## src/rtl/sorted_priority_queue_defines.svh

```systemverilog
// Assertion macros for the sorted priority queue.
// Used by the RTL modules that carry concurrent assertions; no dependencies.
`ifndef SORTED_PRIORITY_QUEUE_DEFINES_SVH
`define SORTED_PRIORITY_QUEUE_DEFINES_SVH

// Check that is switched off while reset is asserted.
`define SPQ_ASSERT_RST(label, clk, rst_n, prop, msg) \
  label: assert property (@(posedge clk) disable iff (!rst_n) prop) else $error(msg);

// Check that also holds while reset is asserted.
`define SPQ_ASSERT_ALWAYS(label, clk, prop, msg) \
  label: assert property (@(posedge clk) prop) else $error(msg);

`endif

```

## src/rtl/spq_pkg.sv

```systemverilog
// Shared constants, codes and types of the sorted priority queue.
// No dependencies; imported by the interfaces and all modules.
`default_nettype none

package spq_pkg;

  localparam int unsigned CAPACITY       = 16;
  localparam int unsigned DATA_WIDTH     = 32;
  localparam int unsigned PRIORITY_WIDTH = 16;
  localparam int unsigned CNT_W          = $clog2(CAPACITY + 1);

  localparam logic [1:0] CMD_INSERT = 2'd0;
  localparam logic [1:0] CMD_POP    = 2'd1;
  localparam logic [1:0] CMD_PEEK   = 2'd2;

  typedef enum logic [1:0] {
    ST_OK    = 2'd0,
    ST_EMPTY = 2'd1,
    ST_FULL  = 2'd2
  } status_e;

  typedef enum logic {
    S_IDLE = 1'b0,
    S_EXEC = 1'b1
  } state_e;

  typedef logic signed [DATA_WIDTH-1:0]     data_t;
  typedef logic signed [PRIORITY_WIDTH-1:0] prio_t;
  typedef logic [CNT_W-1:0]                 count_t;

  // datapath -> controller
  typedef struct packed {
    logic is_insert;
    logic is_pop;
    logic full;
    logic empty;
  } dp_status_t;

  // controller -> datapath
  typedef struct packed {
    logic    capture;
    logic    load;
    logic    do_insert;
    logic    do_pop;
    status_e res_status;
  } dp_ctrl_t;

endpackage

`default_nettype wire

```

## src/rtl/spq_in_if.sv

```systemverilog
// Command channel of the sorted priority queue: valid/ready plus payload.
// Depends on spq_pkg.
`default_nettype none

interface spq_in_if import spq_pkg::*; ();
  logic         valid;
  logic         ready;
  logic [1:0]   cmd;
  data_t        data_in;
  prio_t        priority_in;

  modport source (output valid, output cmd, output data_in, output priority_in,
                  input ready);
  modport sink   (input valid, input cmd, input data_in, input priority_in,
                  output ready);
endinterface

`default_nettype wire

```

## src/rtl/spq_out_if.sv

```systemverilog
// Result channel of the sorted priority queue: valid/ready plus payload.
// Depends on spq_pkg.
`default_nettype none

interface spq_out_if import spq_pkg::*; ();
  logic         valid;
  logic         ready;
  logic [1:0]   status;
  data_t        data_out;
  prio_t        priority_out;
  logic         is_empty;
  count_t       entry_count;

  modport source (output valid, output status, output data_out, output priority_out,
                  output is_empty, output entry_count, input ready);
  modport sink   (input valid, input status, input data_out, input priority_out,
                  input is_empty, input entry_count, output ready);
endinterface

`default_nettype wire

```

## src/rtl/spq_datapath.sv

```systemverilog
// Entry array, command register and result register of the sorted priority queue.
// Depends on spq_pkg; driven by spq_controller.
`default_nettype none

module spq_datapath import spq_pkg::*; (
  input  wire logic       clk_i,
  input  wire logic       rst_ni,
  input  wire dp_ctrl_t   ctrl_i,
  output dp_status_t      status_o,
  input  wire logic [1:0] cmd_i,
  input  wire data_t      data_i,
  input  wire prio_t      prio_i,
  output logic [1:0]      status_out_o,
  output data_t           data_out_o,
  output prio_t           prio_out_o,
  output logic            is_empty_o,
  output count_t          count_out_o
);

  logic [1:0] cmd_q;
  data_t      din_q;
  prio_t      pin_q;
  count_t     count_q, count_d;

  data_t      data_q [CAPACITY];
  prio_t      prio_q [CAPACITY];

  logic [1:0] res_status_q;
  data_t      res_data_q;
  prio_t      res_prio_q;
  logic       res_empty_q;
  count_t     res_count_q;

  logic [CAPACITY-1:0] after;   // slot lies at or behind the insert position
  logic [CAPACITY-1:0] moved;   // occupied slot whose entry goes one place back

  always_ff @(posedge clk_i) begin
    if (ctrl_i.capture) begin
      cmd_q <= cmd_i;
      din_q <= data_i;
      pin_q <= prio_i;
    end
  end

  always_ff @(posedge clk_i or negedge rst_ni) begin
    if (!rst_ni) begin
      count_q <= '0;
    end else begin
      count_q <= count_d;
    end
  end

  always_comb begin
    count_d = count_q;
    if (ctrl_i.do_insert) begin
      count_d = count_q + count_t'(1);
    end else if (ctrl_i.do_pop) begin
      count_d = count_q - count_t'(1);
    end
  end

  for (genvar i = 0; i < CAPACITY; i++) begin : g_entry
    logic occ;
    assign occ      = count_t'(i) < count_q;
    assign moved[i] = occ && (prio_q[i] > pin_q);
    assign after[i] = moved[i] || (count_t'(i) == count_q);

    if (i == 0) begin : g_head
      always_ff @(posedge clk_i) begin
        if (ctrl_i.do_insert && after[i]) begin
          data_q[i] <= din_q;
          prio_q[i] <= pin_q;
        end else if (ctrl_i.do_pop && (CAPACITY > 1)) begin
          data_q[i] <= data_q[i+1];
          prio_q[i] <= prio_q[i+1];
        end
      end
    end else if (i == CAPACITY - 1) begin : g_tail
      always_ff @(posedge clk_i) begin
        if (ctrl_i.do_insert && after[i]) begin
          data_q[i] <= moved[i-1] ? data_q[i-1] : din_q;
          prio_q[i] <= moved[i-1] ? prio_q[i-1] : pin_q;
        end
      end
    end else begin : g_mid
      always_ff @(posedge clk_i) begin
        if (ctrl_i.do_insert && after[i]) begin
          data_q[i] <= moved[i-1] ? data_q[i-1] : din_q;
          prio_q[i] <= moved[i-1] ? prio_q[i-1] : pin_q;
        end else if (ctrl_i.do_pop) begin
          data_q[i] <= data_q[i+1];
          prio_q[i] <= prio_q[i+1];
        end
      end
    end
  end

  // front entry as reported: new entry if it lands in front, else the old head; zero on empty status
  data_t front_data;
  prio_t front_prio;
  logic  have_front;

  always_comb begin
    have_front = (ctrl_i.res_status != ST_EMPTY);
    if (ctrl_i.do_insert && after[0]) begin
      front_data = din_q;
      front_prio = pin_q;
    end else begin
      front_data = data_q[0];
      front_prio = prio_q[0];
    end
    if (!have_front) begin
      front_data = '0;
      front_prio = '0;
    end
  end

  always_ff @(posedge clk_i) begin
    if (ctrl_i.load) begin
      res_status_q <= ctrl_i.res_status;
      res_data_q   <= front_data;
      res_prio_q   <= front_prio;
      res_empty_q  <= (count_d == '0);
      res_count_q  <= count_d;
    end
  end

  assign status_o.is_insert = (cmd_q == CMD_INSERT);
  assign status_o.is_pop    = (cmd_q == CMD_POP);
  assign status_o.full      = (count_q == count_t'(CAPACITY));
  assign status_o.empty     = (count_q == '0);

  assign status_out_o = res_status_q;
  assign data_out_o   = res_data_q;
  assign prio_out_o   = res_prio_q;
  assign is_empty_o   = res_empty_q;
  assign count_out_o  = res_count_q;

endmodule

`default_nettype wire

```

## src/rtl/spq_controller.sv

```systemverilog
// Sequencing FSM of the sorted priority queue: accept, execute, result valid.
// Depends on spq_pkg and sorted_priority_queue_defines.svh; drives spq_datapath.
`default_nettype none
`include "sorted_priority_queue_defines.svh"

module spq_controller import spq_pkg::*; (
  input  wire logic       clk_i,
  input  wire logic       rst_ni,
  input  wire logic       in_valid_i,
  output logic            in_ready_o,
  output logic            out_valid_o,
  input  wire logic       out_ready_i,
  input  wire dp_status_t status_i,
  output dp_ctrl_t        ctrl_o
);

  state_e state_q, state_d;
  logic   out_valid_q, out_valid_d;
  logic   room;

  always_ff @(posedge clk_i or negedge rst_ni) begin
    if (!rst_ni) begin
      state_q     <= S_IDLE;
      out_valid_q <= 1'b0;
    end else begin
      state_q     <= state_d;
      out_valid_q <= out_valid_d;
    end
  end

  assign room = !out_valid_q || out_ready_i;

  always_comb begin
    state_d           = state_q;
    out_valid_d       = out_valid_q && !out_ready_i;
    in_ready_o        = 1'b0;
    ctrl_o.capture    = 1'b0;
    ctrl_o.load       = 1'b0;
    ctrl_o.do_insert  = 1'b0;
    ctrl_o.do_pop     = 1'b0;
    ctrl_o.res_status = ST_OK;

    if (status_i.is_insert) begin
      if (status_i.full) ctrl_o.res_status = ST_FULL;
    end else if (status_i.empty) begin
      ctrl_o.res_status = ST_EMPTY;
    end

    unique case (state_q)
      S_IDLE: begin
        in_ready_o     = 1'b1;
        ctrl_o.capture = in_valid_i;
        if (in_valid_i) state_d = S_EXEC;
      end
      S_EXEC: begin
        // wait until the result register is free
        if (room) begin
          ctrl_o.load      = 1'b1;
          ctrl_o.do_insert = status_i.is_insert && !status_i.full;
          ctrl_o.do_pop    = status_i.is_pop && !status_i.empty;
          out_valid_d      = 1'b1;
          state_d          = S_IDLE;
        end
      end
      default: state_d = S_IDLE;
    endcase
  end

  assign out_valid_o = out_valid_q;

  `SPQ_ASSERT_RST(a_single_op, clk_i, rst_ni, !(ctrl_o.do_insert && ctrl_o.do_pop), "insert and pop in one cycle")
  `SPQ_ASSERT_RST(a_load_exec, clk_i, rst_ni, ctrl_o.load |-> (state_q == S_EXEC), "result load outside execute")
  `SPQ_ASSERT_RST(a_accept_exec, clk_i, rst_ni, (in_valid_i && in_ready_o) |=> (state_q == S_EXEC), "accepted command not executed")
  `SPQ_ASSERT_RST(a_load_valid, clk_i, rst_ni, ctrl_o.load |=> out_valid_q, "loaded result not presented")
  `SPQ_ASSERT_ALWAYS(a_no_accept_busy, clk_i, (state_q == S_EXEC) |-> !in_ready_o, "command accepted while busy")

endmodule

`default_nettype wire

```

## src/rtl/sorted_priority_queue.sv

```systemverilog
// Sorted priority queue of CAPACITY entries, smallest priority at the front, FIFO among
// equal priorities. A command is taken in the idle state and then executed in the execute
// state, once the result register is free; there all stored priorities are compared against
// the new one at once and, for an insert or pop, the entry array shifts by one place; the
// result then sits in an output register until transferred. The next command is accepted
// while a result still waits. Entry contents have no reset.
// Depends on spq_pkg, spq_in_if, spq_out_if, spq_controller and spq_datapath.
`default_nettype none

module sorted_priority_queue import spq_pkg::*; (
  input  wire logic clk_i,
  input  wire logic rst_ni,
  spq_in_if.sink    in_i,
  spq_out_if.source out_o
);

  dp_ctrl_t   ctrl;
  dp_status_t status;
  logic       in_ready;
  logic       out_valid;

  spq_controller u_ctrl (
    .clk_i       (clk_i),
    .rst_ni      (rst_ni),
    .in_valid_i  (in_i.valid),
    .in_ready_o  (in_ready),
    .out_valid_o (out_valid),
    .out_ready_i (out_o.ready),
    .status_i    (status),
    .ctrl_o      (ctrl)
  );

  spq_datapath u_dp (
    .clk_i        (clk_i),
    .rst_ni       (rst_ni),
    .ctrl_i       (ctrl),
    .status_o     (status),
    .cmd_i        (in_i.cmd),
    .data_i       (in_i.data_in),
    .prio_i       (in_i.priority_in),
    .status_out_o (out_o.status),
    .data_out_o   (out_o.data_out),
    .prio_out_o   (out_o.priority_out),
    .is_empty_o   (out_o.is_empty),
    .count_out_o  (out_o.entry_count)
  );

  assign in_i.ready  = in_ready;
  assign out_o.valid = out_valid;

endmodule

`default_nettype wire

```

## src/flat_wrapper.sv

```systemverilog
// flat-port wrapper written by rule: the top's interface ports become plain ports
module sorted_priority_queue_flat import spq_pkg::*;
  (clk_i, rst_ni, in_i_valid, in_i_cmd, in_i_data_in, in_i_priority_in, in_i_ready, out_o_valid, out_o_status, out_o_data_out, out_o_priority_out, out_o_is_empty, out_o_entry_count, out_o_ready);
  spq_in_if in_i_i ();
  spq_out_if out_o_i ();
  input  wire logic clk_i;
  input  wire logic rst_ni;
  input wire logic [$bits(in_i_i.valid)-1:0] in_i_valid;
  input wire logic [$bits(in_i_i.cmd)-1:0] in_i_cmd;
  input wire logic [$bits(in_i_i.data_in)-1:0] in_i_data_in;
  input wire logic [$bits(in_i_i.priority_in)-1:0] in_i_priority_in;
  output wire logic [$bits(in_i_i.ready)-1:0] in_i_ready;
  output wire logic [$bits(out_o_i.valid)-1:0] out_o_valid;
  output wire logic [$bits(out_o_i.status)-1:0] out_o_status;
  output wire logic [$bits(out_o_i.data_out)-1:0] out_o_data_out;
  output wire logic [$bits(out_o_i.priority_out)-1:0] out_o_priority_out;
  output wire logic [$bits(out_o_i.is_empty)-1:0] out_o_is_empty;
  output wire logic [$bits(out_o_i.entry_count)-1:0] out_o_entry_count;
  input wire logic [$bits(out_o_i.ready)-1:0] out_o_ready;
  assign in_i_i.valid = in_i_valid;
  assign in_i_i.cmd = in_i_cmd;
  assign in_i_i.data_in = in_i_data_in;
  assign in_i_i.priority_in = in_i_priority_in;
  assign in_i_ready = in_i_i.ready;
  assign out_o_valid = out_o_i.valid;
  assign out_o_status = out_o_i.status;
  assign out_o_data_out = out_o_i.data_out;
  assign out_o_priority_out = out_o_i.priority_out;
  assign out_o_is_empty = out_o_i.is_empty;
  assign out_o_entry_count = out_o_i.entry_count;
  assign out_o_i.ready = out_o_ready;
  sorted_priority_queue u_core (.clk_i(clk_i), .rst_ni(rst_ni), .in_i(in_i_i), .out_o(out_o_i));
endmodule
```

## config.mk

```make
export PLATFORM = sky130hd
export DESIGN_NAME = sorted_priority_queue_flat
export DESIGN_NICKNAME = d
export VERILOG_FILES = /design/src/rtl/spq_pkg.sv /design/src/rtl/spq_in_if.sv /design/src/rtl/spq_out_if.sv /design/src/rtl/spq_datapath.sv /design/src/rtl/spq_controller.sv /design/src/rtl/sorted_priority_queue.sv /design/src/flat_wrapper.sv
export VERILOG_INCLUDE_DIRS = /design/src /design/src/rtl
export SDC_FILE = /design/constraint.sdc
export NUM_CORES = 2
export LEC_CHECK = 0
export ABC_AREA = 1
export BUFFER_PORTS_ARGS = -buffer_cell sky130_fd_sc_hd__buf_2
export CAP_MARGIN = 10
export CORE_ASPECT_RATIO = 1.1
export CORE_MARGIN = 5
export CORE_UTILIZATION = 50
export CTS_CLUSTER_SIZE = 10
export DETAILED_ROUTE_END_ITERATION = 12
export HOLD_SLACK_MARGIN = 0.1
export PLACE_DENSITY_LB_ADDON = 0.25
export SLEW_MARGIN = 20
export SYNTH_ARGS = -nofsm -noshare
export SYNTH_HDL_FRONTEND = slang
export SYNTH_HIERARCHICAL = 1
export SYNTH_SLANG_ARGS = --single-unit
```

## constraint.sdc

```tcl
create_clock -name clk_i -period 9.7 [get_ports clk_i]
set_input_delay 0.485 -clock clk_i [delete_from_list [all_inputs] [get_ports clk_i]]
set_output_delay 0.485 -clock clk_i [all_outputs]
set_load 0.03 [all_outputs]
```

=== After elaboration in Yosys (flattened, before gate mapping) ===
Memories as Yosys holds them, arrays and structs flattened.
Index checks and enable logic that the tools add are counted.

* Register bits: 113
* RAM bits: 768
* Bits of input ports: 54
* Output and inout port bits: 58
* Logic and storage cells: 294
* Memories kept: 2

{| class="wikitable"
|+ Memory list
! name !! depth !! bits a word !! read ports !! clocked after Yosys merged registers in !! wr ports !! line !! RTL
|-
| u_core.u_dp.data_q || 16 || 32 || 16 || 0 || 16 || spq_datapath.sv:25 || <nowiki>data_t data_q [CAPACITY];</nowiki>
|-
| u_core.u_dp.prio_q || 16 || 16 || 16 || 0 || 16 || spq_datapath.sv:26 || <nowiki>prio_t prio_q [CAPACITY];</nowiki>
|}

* $add $sub $neg: 2
* Magnitude comparators: 32
* Equality and inequality tests: 18
* Multiplexer cells: 139
* Bitwise logic cells: 31
* Reduce and logical (&&, ||, !) cells: 59

{| class="wikitable"
|+ Operator list
! cell !! number
|-
| $mux W32 || 31
|-
| $mux W16 || 31
|-
| $gt A16 B16 Y1 || 16
|-
| $mux W1 || 70
|-
| $eq A4 B5 Y1 const A || 8
|-
| $lt A4 B5 Y1 const A || 8
|-
| $logic_and A1 B1 Y1 || 35
|-
| $or A1 B1 Y1 || 30
|-
| $eq A3 B5 Y1 const A || 4
|-
| $lt A3 B5 Y1 const A || 4
|-
| $logic_or A1 B1 Y1 || 17
|-
| $eq A2 B5 Y1 const A || 2
|-
| $logic_not A5 Y1 || 2
|-
| $lt A1 B5 Y1 const A || 2
|-
| $lt A2 B5 Y1 const A || 2
|-
| $mux W5 || 2
|-
| $mux W3 || 2
|-
| $add A5 B1 Y5 const B || 1
|-
| $eq A1 B5 Y1 const A || 1
|-
| $eq A5 B5 Y1 const B || 1
|-
| $sub A5 B1 Y5 const B || 1
|-
| $logic_not A1 Y1 || 4
|-
| $mux W2 || 2
|-
| $eq A2 B1 Y1 const B || 1
|-
| 4 further kinds || 4
|}

=== Longest topological paths before layout ===
* Depth after elaboration: 9
* Depth in mapped cells: 21
* Depth with buffers taken out: 19

=== By module ===
The synthesis kept the hierarchy.

{| class="wikitable"
|+ Modules (own cells, without submodules)
! module !! instances !! cells an instance !! area each (um^2) !! sequential area each (um^2)
|-
| spq_datapath || 1 || 7,005 || 54,906.4 || 26,370.3
|-
| spq_controller || 1 || 21 || 130.1 || 50.0
|}

=== Worst setup path before layout ===
OpenSTA, ideal clock, no wires.

* Path kind: reg2reg
* Start point: register u_core.u_dp.count_q[0]
* End point: memory u_core/u_dp/data_q[1][224] in the netlist's numbering (enable)
* Library setup time: 470 ps
* Arrival: 4,370 ps
* Required time: 9,230 ps
* Setup slack: 4,861 ps
* Stages on the path, launching flop included: 13
* Buffers on the path: 3
* Clock period less this slack: 4,839 ps
* Cells stage by stage: dfrtp_1 > inv_1 > ha_1 > inv_1 > nor3_1 > inv_1 > nand2_1 > nor2_1 > buf_2 > clkbuf_1 > clkbuf_1 > nand2_1 > a21oi_1

{| class="wikitable"
|+ RTL lines
! item !! line !! RTL
|-
| start: declaration || spq_datapath.sv:23 || <nowiki>count_t count_q, count_d;</nowiki>
|-
| start signal: assignment || spq_datapath.sv:49 || <nowiki>count_q <= count_d;</nowiki>
|-
| end: declaration || spq_datapath.sv:25 ||
|}

==> summary.md <==
| Metric | Value |
|---|---|
| Outcome | `finished, final reports clean` |
| Initial antenna violation count | `1` |
| Register area | `26420 sq um` |
| Post-synth EDFFs | `874` |
| Placed cell areas | `56050 sq um` |
| Ys flop type | `edfxtp_1` |
| Vias | `slightly above 50000` |
| Final setup vio count | `0` |
| Clock tree root driver cell | `clkbuf_16` |
| Asr flop ratio synth | `0.007946` |
| Clock transition at the registers of the reported paths | `0.06 ns` |
| DIE HEIGHT | `358.0 um` |
| Post-CTS Setup Inserts | `0` |
| Drt total wl | `approximately 210000 um` |
| Routed length per instance | `25.19 um` |
| Max-slew violations | `0` |
| Vias in the first global route | `49558` |
| Vias per cell | `6.091` |
| Reg-to-Reg End | `u_core/u_dp/prio_q[0][32]$_DFFE_PP_` |
| Seq cells post-synth | `881` |
| Htree depth | `3` |
| DR pass1 iterations | `9` |
| DRC Markers | `0` |
| CP Launch Type | `register` |
| Worst Tran Pin Value | `1.207 ns` |
| Period utilisation layout | `0.6001` |
| Detailed Place HPWL | `138300 um` |
| Synthesis warning total | `6` |
| Largest net degree at the start of global routing | `166` |
| Slew headroom | `0.1954` |
| Share of layout cells above drive strength 1 | `0.06374` |
| Clk Latency, worst-skew pair | `roughly 0.71 ns` |
| Yosys cell types | `39` |
| Core Util, Final | `0.5452` |
| Clock Tree Buf Depth | `3` |
| Worst-path maximum fanout | `50` |
| Inserted Diodes | `0` |
| Pwr/cell area | `~250 nW/um^2` |
| Area occupied by multi-input gates | `24310 sq um` |
| Fin Setup TNS | `0 ns` |
| Post-route cell area | `around 60000 sq um` |
| RSZ-0062 raised after global routing | `false` |
| Initial DRC Count | `approximately 6200` |
| Layout area overhead | `8.141%` |
| Top-Level Pins | `~110` |
| R2r startpoint | `u_core/u_dp/pin_q[2]$_DFFE_PP_` |
| WS Path Type | `reg -> reg` |
| Setup crit end kind | `register` |
| P_leak | `28.00 nW` |
| Filler cell count | `between 10000 and 15000` |
| Mapped cell area | `between 50000 and 60000 sq um` |
| Congestion Overflow GR | `0` |
| Non-filler instance count after layout | `8353` |
| Row count | `between 100 and 150` |
| Core Area | `approximately 110000 sq um` |
| Worst Setup EP | `u_core/u_dp/prio_q[0][32]$_DFFE_PP_` |
| Leading area contributor after synthesis | `edfxtp_1` |
| # port buffers | `111` |
| Sequential share of the synthesized area | `0.4801` |
| Final setup margin | `3.879 ns` |
| GRT Overall Usage | `0.3488` |
| Top post-synthesis cells by area | `edfxtp_1, nand2_1, nand3_1, ha_1, o21ai_0` |
| Arrival time at the worst endpoint | `6.14 ns` |
| Synth top area share | `0.4769` |
| Worst hold path class | `in -> async` |
| Post-route antenna net violation count | `0` |
| Nets | `around 7200` |
| CP Launch Point | `u_core/u_dp/pin_q[2]$_DFFE_PP_` |
| CTS tree | `done` |
| Initial Util | `0.5042` |
| CP required | `approximately 10 ns` |
| Max-Cap Viols | `0` |
| DIE AREA | `116800 sq um` |
| Synth Area per Inst | `7.833 sq um` |
| Final hold vios | `0` |
| Post-layout min period | `5.821 ns` |
| Most frequent cells in the layout | `nand2_1, nand3_1, edfxtp_1` |
| Max Freq | `roughly 170 MHz` |
| Reg2Reg Setup Slack | `3.88 ns` |
| Clock sink total | `roughly 880` |
| Most common cell after layout, fill and taps aside | `nand2_1` |
| Maximum VDD drop | `0.1727 mV` |
| Final GP Congestion | `approximately 0.98` |
| First-pass GRT wire length | `306900 um` |
| Clock Skews | `approximately 0.036 ns` |
| CTS buffer count | `a little over 100` |
| Placed cell count | `between 8000 and 9000` |
| Die Wd | `326.3 um` |
| Worst-case reg-to-reg path depth | `17` |
| DP Worst Slack | `3.407 ns` |
| Syn Inst Count | `7026` |
| Net count after synthesis | `~7300` |
==> Yosys cell counts, types with 2 or more instances <==
cell type / instances
a21o_1: 2
a21oi_1: 219
a31oi_1: 4
a31oi_2: 2
buf_1: 40
buf_2: 139
buf_4: 56
buf_6: 16
clkbuf_1: 312
clkinv_1: 4
dfrtp_1: 7
edfxtp_1: 874
ha_1: 261
inv_1: 496
inv_2: 5
nand2_1: 2781
nand2_2: 21
nand3_1: 958
nand3_2: 10
nand4_1: 223
nor2_1: 185
nor2_2: 5
nor3_1: 2
o21a_1: 2
o21ai_0: 385
o21ai_1: 2
xor2_1: 3
==> area by class of cell <==
type,count,share of cell area
sequential,881,0.4439
multi-input combinational,5077,0.4085
clock buffer,144,0.04642
timing repair buffer,307,0.03696
inverter,505,0.03185
tap,1419,0.02983
clock inverter,20,0.002523
==> state kept, by name, summed over array words and instances (netlist names) <==
| register | cells |
|---|---|
| u_core/u_ctrl/out_valid_o | 1 |
| u_core/u_ctrl/state_q | 1 |
| u_core/u_dp/cmd_q | 2 |
| u_core/u_dp/count_out_o | 5 |
| u_core/u_dp/count_q | 5 |
| u_core/u_dp/data_out_o | 32 |
| u_core/u_dp/data_q | 512 |
| u_core/u_dp/din_q | 32 |
| u_core/u_dp/is_empty_o | 1 |
| u_core/u_dp/pin_q | 16 |
| u_core/u_dp/prio_out_o | 16 |
| u_core/u_dp/prio_q | 256 |
| u_core/u_dp/status_out_o | 2 |
==> kinds of logic (layout without fill, tap and decap cells) <==
family | after synthesis | in the layout | share of synthesized area
fa+ha+maj | 261 | 261 | 0.05934
compound gates | 624 | 624 | 0.05786
simple gates | 4189 | 4189 | 0.3203
buf+inv | 1068 | 976 | 0.08200
xor+xnor | 3 | 3 | 0.0004775
flops | 881 | 881 | 0.4801
==> critical path, cell delays in order, from the launching register on <==
cell	delay [ns]
edfxtp_1	0.92
inv_1	0.54
buf_4	0.38
ha_1	0.30
nand2_1	0.04
inv_1	0.10
o21ai_0	0.09
nand2_1	0.06
nand2_1	0.06
nand3_1	0.09
nand2_1	0.05
nand2_1	0.06
buf_4	0.40
nand2_2	0.67
nand2_1	0.32
nand2_4	0.44
nand2_2	0.18
buf_4	0.63
==> report_power, final <==
| part | switching (W) | internal (W) | leakage, nW |
|---|---|---|---|
| sequential | 0.000413 | 0.00517 | 8.12 |
| clock | 0.00162 | 0.00196 | 1.40 |
| combinational | 0.00416 | 0.00157 | 18.5 |
| total | 0.00619 | 0.00871 | 28.0 |
==> what timing repair did <==
item / 4_1_cts / 5_1_grt
hold buffers: 54 / 0
gates resized for setup: 0 / 0
endpoints found under the setup margin: 0 / 0
endpoints found under the hold margin: 59 / 0
==> worst min-delay path by stage <==
stage,cells past startpoint,endpoint,from
after global placement,1,u_core/u_dp/count_q[2]$_DFF_PN0_,rst_ni
after CTS,2,u_core/u_ctrl/out_valid_o$_DFF_PN0_,rst_ni
after floorplan,0,u_core/u_ctrl/out_valid_o$_DFF_PN0_,rst_ni
after detailed placement,1,u_core/u_dp/count_q[4]$_DFF_PN0_,rst_ni
after global routing,2,u_core/u_ctrl/state_q$_DFF_PN0_,rst_ni
final,2,u_core/u_dp/count_q[4]$_DFF_PN0_,rst_ni
==> stage by stage <==
| stage | power [W] | hold slack [ns] |
|---|---|---|
| 5_1_grt | 0.01574 | 0.2663 |
| 2_1_floorplan | 0.009530 | 0.1894 |
| 3_3_place_gp | 0.01111 | 0.4068 |
| 6_report | 0.01489 | 0.2588 |
| 3_5_place_dp | 0.01122 | 0.4064 |
| 4_1_cts | 0.01482 | 0.2283 |
==> metal layers <==
metal,vias to the layer above,track usage,share of wire
met5,-,0,0.000090
met2,3048,0.5855,0.47
met1,23854,0.4054,0.35
met3,909,0.05506,0.090
li1,23063,-,-
met4,2,0.2624,0.094
No activity file was read; power rests on OpenSTA's default activity.
